<file path="src/rtl/bbs_pkg.sv">
package bbs_pkg;

  localparam int unsigned VALUE_WIDTH = 32;
  localparam int unsigned CNT_W       = $clog2(VALUE_WIDTH);
  localparam int unsigned ADDR_W      = 3;

  localparam logic [VALUE_WIDTH-1:0] MODULUS_RST = VALUE_WIDTH'(21);
  localparam logic [VALUE_WIDTH-1:0] SEED_RST    = VALUE_WIDTH'(5);

  // register indexes
  localparam logic REG_MODULUS = 1'b0;
  localparam logic REG_SEED    = 1'b1;

  typedef enum logic [2:0] {
    S_IDLE,
    S_RED,
    S_DBL,
    S_ADD,
    S_DONE
  } state_t;

endpackage

</file>
<file path="src/rtl/modular_squaring_random_generator_top.sv">
// Channel | Ports                            | Beat
// --------+----------------------------------+-----------------------------------
// input   | in_valid, in_stall, in_restart   | one command: restart or advance
// output  | out_valid, out_stall, out_number | one generated value per command
// config  | psel, penable, pwrite, paddr,    | 0x0 modulus, 0x4 seed
//         | pwdata, prdata, pready           |
//
// A restart, or an advance with modulus zero, needs no arithmetic and goes straight to the done state.
// An advance reduces the state mod M bit by bit, then squares it by double-and-add
// (a double for every bit, and an add after each set bit of the reduced state),
// all through one shared modular adder. in_stall is high from accept until the result is
// in the output register; a stalled output holds the block in its final state.
// Reset (rst_n, synchronous) clears the state to zero and loads modulus 21, seed 5.
module modular_squaring_random_generator_top (
  input  logic                            clk,
  input  logic                            rst_n,
  input  logic                            in_valid,
  output logic                            in_stall,
  input  logic                            in_restart,
  output logic                            out_valid,
  input  logic                            out_stall,
  output logic [bbs_pkg::VALUE_WIDTH-1:0] out_number,
  input  logic                            psel,
  input  logic                            penable,
  input  logic                            pwrite,
  input  logic [bbs_pkg::ADDR_W-1:0]      paddr,
  input  logic [31:0]                     pwdata,
  output logic [31:0]                     prdata,
  output logic                            pready
);
  import bbs_pkg::*;

  state_t                   state_r, state_nxt;
  logic [VALUE_WIDTH-1:0]   modulus_r, seed_r;
  logic [VALUE_WIDTH-1:0]   cur_r, cur_nxt;    // generator state
  logic [VALUE_WIDTH-1:0]   red_r, red_nxt;    // state mod M
  logic [VALUE_WIDTH-1:0]   acc_r, acc_nxt;    // squaring accumulator
  logic [CNT_W-1:0]         cnt_r, cnt_nxt;    // bit position, MSB first
  logic                     out_valid_r, out_valid_nxt;
  logic [VALUE_WIDTH-1:0]   out_number_r, out_number_nxt;

  logic                     accept;
  logic                     wr_en;
  logic                     last_bit;
  logic                     out_free;

  // shared modular adder: (op_a + op_b + op_cin) mod M, for op_a, op_b < M
  logic [VALUE_WIDTH-1:0]   op_a, op_b;
  logic                     op_cin;
  logic [VALUE_WIDTH:0]     sum, diff;
  logic [VALUE_WIDTH-1:0]   unit_res;

  assign accept   = in_valid && !in_stall;
  assign wr_en    = psel && penable && pwrite && pready;
  assign last_bit = (cnt_r == '0);
  assign out_free = !out_valid_r || !out_stall;

  assign sum      = {1'b0, op_a} + {1'b0, op_b} + {{VALUE_WIDTH{1'b0}}, op_cin};
  assign diff     = sum - {1'b0, modulus_r};
  assign unit_res = diff[VALUE_WIDTH] ? sum[VALUE_WIDTH-1:0] : diff[VALUE_WIDTH-1:0];

  // --- configuration port ---
  assign pready = 1'b1;

  always_comb begin
    prdata = '0;
    unique case (paddr[2])
      REG_MODULUS: prdata[VALUE_WIDTH-1:0] = modulus_r;
      REG_SEED:    prdata[VALUE_WIDTH-1:0] = seed_r;
      default:     prdata = '0;
    endcase
  end

  always_ff @(posedge clk) begin
    if (!rst_n) begin
      modulus_r <= MODULUS_RST;
      seed_r    <= SEED_RST;
    end else if (wr_en) begin
      unique case (paddr[2])
        REG_MODULUS: modulus_r <= pwdata[VALUE_WIDTH-1:0];
        REG_SEED:    seed_r    <= pwdata[VALUE_WIDTH-1:0];
        default:     ;
      endcase
    end
  end

  // --- next state ---
  always_comb begin
    state_nxt = state_r;
    unique case (state_r)
      S_IDLE: begin
        if (accept) begin
          // restart and zero modulus need no arithmetic
          if (in_restart || modulus_r == '0) state_nxt = S_DONE;
          else                               state_nxt = S_RED;
        end
      end
      S_RED: begin
        if (last_bit) state_nxt = S_DBL;
      end
      S_DBL: begin
        if (red_r[cnt_r])  state_nxt = S_ADD;
        else if (last_bit) state_nxt = S_DONE;
      end
      S_ADD: begin
        if (last_bit) state_nxt = S_DONE;
        else          state_nxt = S_DBL;
      end
      S_DONE: begin
        if (out_free) state_nxt = S_IDLE;
      end
      default: state_nxt = S_IDLE;
    endcase
  end

  // --- datapath and outputs ---
  always_comb begin
    cur_nxt        = cur_r;
    red_nxt        = red_r;
    acc_nxt        = acc_r;
    cnt_nxt        = cnt_r;
    op_a           = acc_r;
    op_b           = acc_r;
    op_cin         = 1'b0;
    out_valid_nxt  = out_valid_r && out_stall;
    out_number_nxt = out_number_r;
    in_stall       = (state_r != S_IDLE);
    unique case (state_r)
      S_IDLE: begin
        if (accept) begin
          red_nxt = '0;
          cnt_nxt = CNT_W'(VALUE_WIDTH - 1);
          if (in_restart)             cur_nxt = seed_r;
          else if (modulus_r == '0)   cur_nxt = '0;
        end
      end
      S_RED: begin
        // shift in one state bit and subtract M if it overflows
        op_a    = red_r;
        op_b    = red_r;
        op_cin  = cur_r[cnt_r];
        red_nxt = unit_res;
        acc_nxt = '0;
        cnt_nxt = last_bit ? CNT_W'(VALUE_WIDTH - 1) : cnt_r - 1'b1;
      end
      S_DBL: begin
        acc_nxt = unit_res;
        if (!red_r[cnt_r]) begin
          if (last_bit) cur_nxt = unit_res;
          else          cnt_nxt = cnt_r - 1'b1;
        end
      end
      S_ADD: begin
        op_b    = red_r;
        acc_nxt = unit_res;
        if (last_bit) cur_nxt = unit_res;
        else          cnt_nxt = cnt_r - 1'b1;
      end
      S_DONE: begin
        // hold until the output register is free
        if (out_free) begin
          out_valid_nxt  = 1'b1;
          out_number_nxt = cur_r;
        end
      end
      default: ;
    endcase
  end

  always_ff @(posedge clk) begin
    if (!rst_n) begin
      state_r     <= S_IDLE;
      cur_r       <= '0;
      out_valid_r <= 1'b0;
    end else begin
      state_r     <= state_nxt;
      cur_r       <= cur_nxt;
      out_valid_r <= out_valid_nxt;
    end
  end

  always_ff @(posedge clk) begin
    red_r        <= red_nxt;
    acc_r        <= acc_nxt;
    cnt_r        <= cnt_nxt;
    out_number_r <= out_number_nxt;
  end

  assign out_valid  = out_valid_r;
  assign out_number = out_number_r;

endmodule

</file>
<file path="config.mk">
export PLATFORM = sky130hd
export DESIGN_NAME = modular_squaring_random_generator_top
export DESIGN_NICKNAME = d
export VERILOG_FILES = /design/src/rtl/bbs_pkg.sv /design/src/rtl/modular_squaring_random_generator_top.sv
export SDC_FILE = /design/constraint.sdc
export NUM_CORES = 1
export LEC_CHECK = 0
export BUFFER_PORTS_ARGS = -buffer_cell sky130_fd_sc_hd__buf_2
export CAP_MARGIN = 40
export CORE_ASPECT_RATIO = 1.2
export CORE_MARGIN = 3
export CORE_UTILIZATION = 30
export DETAILED_ROUTE_END_ITERATION = 16
export PLACE_DENSITY_LB_ADDON = 0.2
export REMOVE_ABC_BUFFERS = 1
export SLEW_MARGIN = 20
export SYNTH_ARGS = -nofsm -noshare
export SYNTH_HDL_FRONTEND = slang
export SYNTH_SLANG_ARGS = --single-unit
</file>
<file path="constraint.sdc">
create_clock -name clk -period 6.8 [get_ports clk]
set_input_delay 1.36 -clock clk [delete_from_list [all_inputs] [get_ports clk]]
set_output_delay 1.36 -clock clk [all_outputs]
set_load 0.03 [all_outputs]
</file>
==> results.yml, run 1 <==
min_path:
  min_to: "modulus_r[16]"
  min_path_type: "reg -> reg"
  worstHoldStart: "modulus_r[16]"
  min_path_cells: 2
die:
  start_util_pct: 30.6
  chipHeight_um: 235
  die_width_um: 197
  coreArea_um2: 43000
  ioPinCount: 110
  dieArea_um2: 46400
  core.rowCount: 83
sta:
  maxSlewHeadroom_pct: 40.4
  fin_skew_ps: 9.90
  slew_violations: 0
  whs_ps: 481
  min_period_ps: 6680
  grt_setup_unrepaired: "yes"
  tightest_slew_ps: 893
  fmax_mhz: 150
  fin_crit_sh_pct: 98.3
  hold_violations: 0
  setup_ws_ps: 118
  finalSetupViolations: 0
logic_synthesis:
  syn_inst: 1447
  yosys_most_used_dff: "edfxtp_1"
  syn-mean-instance-area_um2: 9.08
  ys_async_sr_fraction_pct: 0
  yosysWarnings: 0
  syn_area_um2: 13100
  synth_edf_count: 101
  yosysUniqueCellTypes: 75
  seq_area_frac_synth_pct: 38.3
  ys_seq_elements: 201
drt:
  vias: 11500
  ant_nets: 0
  first_pass_iters: 5
  routed_via_density: 4.99
  route.detailed.drc: 0
  drt_iter0_drc: 686
  avgRoutedWirePerCell_um: 19.1
  wl_um: 43900
setup_path:
  r2r_slack_ps: 120
  rr_worst_depth: 29
  cp_max_fo: 5
  cpMostUsedCell: "buf_4"
  crit_path_start: "cnt_r[0]"
  start_kind: "flop"
  r2r-end: "acc_r[11]"
  crit_arrival_ps: 6930
  slowest_delay_ps: 560
  cp.buffers_inverters: 9
  crit_family: "multiplexers"
  regToRegStartpoint: "cnt_r[0]"
  endpoint_kind: "flop"
  critPathSlowestCell: "mux4_2"
  cp.required_ps: 7050
  crit_type: "reg -> reg"
power:
  powerDensity_nw_per_um2: 388
  clkPwrFrac_pct: 19.2
  power.switching_w: 0.00259
  ir_worst_vdd_v: 0.000213
  p_leak_nw: 6.79
  swShare_pct: 38.5
  p_int_w: 0.00414
  comb_power_share_pct: 59.3
  seqPwrFrac_pct: 21.5
place:
  hpwl_um: 33900
  place_ws_ps: -444
  io_buffers: 106
  gp_congestion: 0.945
  place_inst: 2231
  post_dp_cell_area_um2: 15700
clock_tree:
  htreeDepth: 1
  clkTransAtPathRegs_ps: 60
  cts_tree: "yes"
  cts_sinks: 201
  cts_buffers: 23
  clkLatencyLatePin_ps: 540
  cts_max_path_buffers: 3
  root_buffer: "clkbuf_16"
final_layout:
  drive_gt1_share_pct: 33.3
  final_core_util_pct: 40.3
  area_growth_pct: 31.8
  finalInstanceArea_um2: 17300
  nets: 1834
  final_cells: 2294
flow_run:
  cap_violations: 0
global_route:
  first_global_vias: 11500
  antenna_found_initial: 0
  overflow: 0
  grt_use_total_pct: 18.2
  grt_max_degree: 69
  grt_pass1_wl_um: 66800
status:
  status: "finished, final reports clean"
timing repair:
action                     in CTS  in global routing
hold buffers                    0                  0
pin swaps                      25                 46
buffers inserted               13                  8
setup endpoints to repair      96                 96
cloned                          1                  2
resized for setup              37                101
hold endpoints to repair        0                  0
kinds of logic (layout without fill, tap and decap cells):
logic type,after synthesis,after routing,synth area share (%)
adders and majority gates,67,67,6.55
and+or+nand+nor,457,457,14.9
xor gates and xnor gates,57,57,3.86
AOI/OAI and AO/OA,399,399,20.2
muxes,117,117,11.4
buffers and inverters,148,442,4.81
DFF,201,201,38.3
other,1,2,0.0285
worst max path at each step:
stage	to	slack, ps	cells past startpoint
global route	cur_r[28]	-140	30
finish	acc_r[11]	120	29
CTS	red_r[31]	20	29
floorplan	red_r[24]	-1170	19
detailed placement	cur_r[6]	-440	27
global placement	cur_r[6]	-390	27
worst min-delay path: cells and delay by family, from the launching register on:
family             cells  cell delay, ps
AOI/OAI and AO/OA      1              60
DFF                    1             320
and+or+nand+nor        1              50
layer usage:
layer  track usage, %  wire (um)  vias up
met2             30.3      20700      219
met5                0          0        -
met4             4.62       1040        0
met3             1.90       1640       54
li1                 -          -     5795
met1             25.3      20500     5390
layout by cell type, fill, tap and decap left out, types with 16 or more instances in the layout:
cell type,instances
a21boi_0,61
a21o_1,18
a21oi_1,74
buf_2,106
buf_4,205
buf_6,16
clkbuf_16,25
dfxtp_1,100
edfxtp_1,101
ha_1,62
inv_1,60
mux2_2,67
mux4_2,19
nand2_1,231
nand3_1,25
nand4_1,16
nor2_1,102
o21ai_0,79
o21ai_1,21
xnor2_1,28
xor2_1,20
flip-flops by register name, summed over array words and instances (netlist names):
signal / flops
cur_r: 32
seed_r: 32
red_r: 32
cnt_r: 5
acc_r: 32
modulus_r: 32
state_r: 3
out_number: 32
out_valid: 1
synthesized netlist by cell type, drive strengths merged, types with 7 or more instances:
cell type	count	share of area (%)
xor2	23	1.6
edfxtp	101	23
xnor2	34	2.3
o31ai	8	0.46
nand2	234	6.7
a211oi	20	1.3
clkbuf	58	1.7
ha	64	6.1
nor2b	7	0.33
o21ai	102	3.9
mux2	68	5.8
a21oi	89	3.6
o211ai	11	0.67
a2bb2oi	18	1.2
a21o	18	1.0
mux4	19	3.3
nor4	9	0.43
o21bai	10	0.57
nand3	27	1.1
inv	61	1.7
nand4	16	0.76
nor2	118	3.5
nor3	13	0.50
a21boi	63	3.6
mux2i	30	2.3
or3	8	0.38
dfxtp	100	15
a31oi	11	0.52
o21a	10	0.57
buf	29	1.4
power by group through the flow:
stage	clock network, W	registers, W	logic (W)
6_report	0.00129	0.00145	0.00399
5_1_grt	0.00136	0.00146	0.00430
4_1_cts	0.00132	0.00145	0.00345
3_5_place_dp	0	0.00148	0.00321
3_3_place_gp	0	0.00147	0.00320
2_1_floorplan	0	0.00147	0.00179
layout make-up:
cell class | count | area, um2
fillers | 4420 | 25700
well taps | 552 | 691
clock inverters | 11 | 115
clock buffers | 31 | 656
inverters | 61 | 229
diodes | 1 | 2.50
repair buffers | 339 | 2510
multi-input cells | 1098 | 8090
flip-flops and latches | 201 | 5030
through the flow:
step	TNS, ps	total power [W]
after global placement	-22710	0.00468
after CTS	0	0.00622
after floorplan	-87140	0.00326
final	0	0.00673
after global routing	-4780	0.00712
after detailed placement	-26480	0.00469
No activity file was read; power rests on OpenSTA's default activity.
==> inputs of run 2 (changes only) <==
--- a/config.mk
+++ b/config.mk
@@ -13,4 +13,5 @@
 export DETAILED_ROUTE_END_ITERATION = 16
 export PLACE_DENSITY_LB_ADDON = 0.2
+export RECOVER_POWER = 50
 export REMOVE_ABC_BUFFERS = 1
 export SLEW_MARGIN = 20
==> constraint.sdc (replaced) <==
create_clock -name clk -period 6.8 [get_ports clk]
set_input_delay 1.36 -clock clk [delete_from_list [all_inputs] [get_ports clk]]
set_output_delay 1.36 -clock clk [all_outputs]
set_load 0.05 [all_outputs]
==> run 2 against run 1 <==
  * Largest cell class unchanged
  * The flow now finishes with violations (capacitance limit, slew limit)
  * Cell count about the same
  * Highest routed layer unchanged
  * Worst hold slack worse by 0.93 ps
  * Core utilization down 0.13 points
  * Critical path depth unchanged
==> results.yml, run 2 (synthesized netlist as in run 1, its figures left out) <==
status:
  status: "finished, violations left"
  violations: "capacitance limit, slew limit"
sta:
  slew_violations: 70
  fin_tns_setup_ps: 0
  setup_ws_ps: 118
  hold_violations: 0
  finalSetupViolations: 0
  tightest_slew_ps: 2230
  maxSlewHeadroom_pct: -48.8
  fin_crit_sh_pct: 98.3
  fmax_mhz: 150
  min_period_ps: 6680
  grt_setup_unrepaired: "yes"
  fin_skew_ps: 7.18
drt:
  ant_nets: 0
  met3_length_um: 1450
  vias: 11500
  first_pass_iters: 5
  route.detailed.drc: 0
  wl_um: 43900
  routed_via_density: 5.00
  drt-met1-wl_um: 20700
  drt_iter0_drc: 747
  routed.top_layer: "met4"
  wl_met2_um: 20700
  avgRoutedWirePerCell_um: 19.1
place:
  place_inst: 2231
  gp_congestion: 0.945
  place_ws_ps: -444
  io_buffers: 106
  hpwl_um: 33900
global_route:
  grt_max_degree: 69
  antenna_found_initial: 0
  overflow: 0
  first_global_vias: 11500
  grt_pass1_wl_um: 66800
  grt_use_total_pct: 18.2
final_layout:
  drive_gt1_share_pct: 32.5
  insertedDiodeCount: 0
  layout_common_cells: "231 x nand2_1, 170 x buf_4, 106 x buf_2"
  final_common_cell: "nand2_1"
  final_core_util_pct: 40.2
  final_cells: 2293
  area_growth_pct: 31.4
  nets: 1834
power:
  powerDensity_nw_per_um2: 391
  ir_worst_vdd_v: 0.000214
  p_leak_nw: 6.72
  p_total_w: 0.00675
min_path:
  min_to: "modulus_r[31]"
  worstHoldStart: "modulus_r[31]"
  min_path_type: "reg -> reg"
  min_path_cells: 2
setup_path:
  r2r-end: "acc_r[11]"
  slowest_delay_ps: 560
  r2r_slack_ps: 120
  crit_arrival_ps: 6940
  path_depth: 29
  cp.required_ps: 7050
  cp.buffers_inverters: 9
  rr_worst_depth: 29
  cp_max_fo: 5
  critPathSlowestCell: "mux4_2"
  cpMostUsedCell: "buf_4"
  crit_type: "reg -> reg"
  endpoint_kind: "flop"
  crit_family: "multiplexers"
  start_kind: "flop"
  regToRegStartpoint: "cnt_r[0]"
clock_tree:
  cts_tree: "yes"
  root_buffer: "clkbuf_16"
  htreeDepth: 1
  clkTransAtPathRegs_ps: 60
  clkLatencyLatePin_ps: 540
  cts_buffers: 23
  cts_sinks: 201
  cts_max_path_buffers: 3
die:
  chipHeight_um: 235
  coreArea_um2: 43000
  core.rowCount: 83
  die_width_um: 197
  start_util_pct: 30.6
  ioPinCount: 110
  dieArea_um2: 46400
flow_run:
  cap_violations: 2
-- run 2: changes by cell type in the layout (fill, tap and decap cells not counted), sizes merged --
cell	before	now
clkbuf	33	68
diode	1	0
buf	336	301
-- run 2: what timing repair did --
action / CTS / global route
setup buffers: 13 / 8
pin swaps: 25 / 46
setup endpoints to repair: 96 / 96
hold buffers: 0 / 0
resized for setup: 37 / 101
cloned: 1 / 2
-- run 2: worst max-delay path by stage --
stage,start,to,slack [ps]
after detailed placement,cnt_r[0],cur_r[6],-440
after CTS,cnt_r[0],red_r[31],20
after global placement,cnt_r[0],cur_r[6],-390
after floorplan,state_r[2],red_r[24],-1170
final,cnt_r[0],acc_r[11],120
after global routing,cnt_r[0],cur_r[28],-150
-- run 2: cell type report --
class / count / area, um2
Inverter: 61 / 229
Tap cell: 552 / 691
Clock inverter: 11 / 115
Sequential cell: 201 / 5030
Fill cell: 4438 / 25700
Multi-Input combinational cell: 1098 / 8090
Clock buffer: 31 / 656
Timing Repair Buffer: 339 / 2450
-- run 2: where the power goes --
| part | switching, W | leakage [nW] | internal (W) |
|---|---|---|---|
| registers | 0.0000658 | 1.77 | 0.00138 |
| logic | 0.00201 | 4.57 | 0.00200 |
| clock network | 0.000536 | 0.383 | 0.000753 |
| total | 0.00262 | 6.72 | 0.00414 |
-- run 2: per-layer routing --
metal | global-route usage (%) | vias up
met5 | 0 | -
met4 | 4.62 | 0
met3 | 1.90 | 53
met2 | 30.3 | 208
met1 | 25.3 | 5408
li1 | - | 5798
-- run 2: per-stage QoR --
step	hold slack, ps	cell area [um2]
after global routing	505	17300
after floorplan	420	12700
after CTS	484	16700
after detailed placement	475	15700
final	480	17300
after global placement	469	15600
-- run 2: tightest hold or removal path, stage by stage, from the launching register on --
cell and delay [ps]:
dfxtp_1 320, nand2_1 50, a21boi_0 60
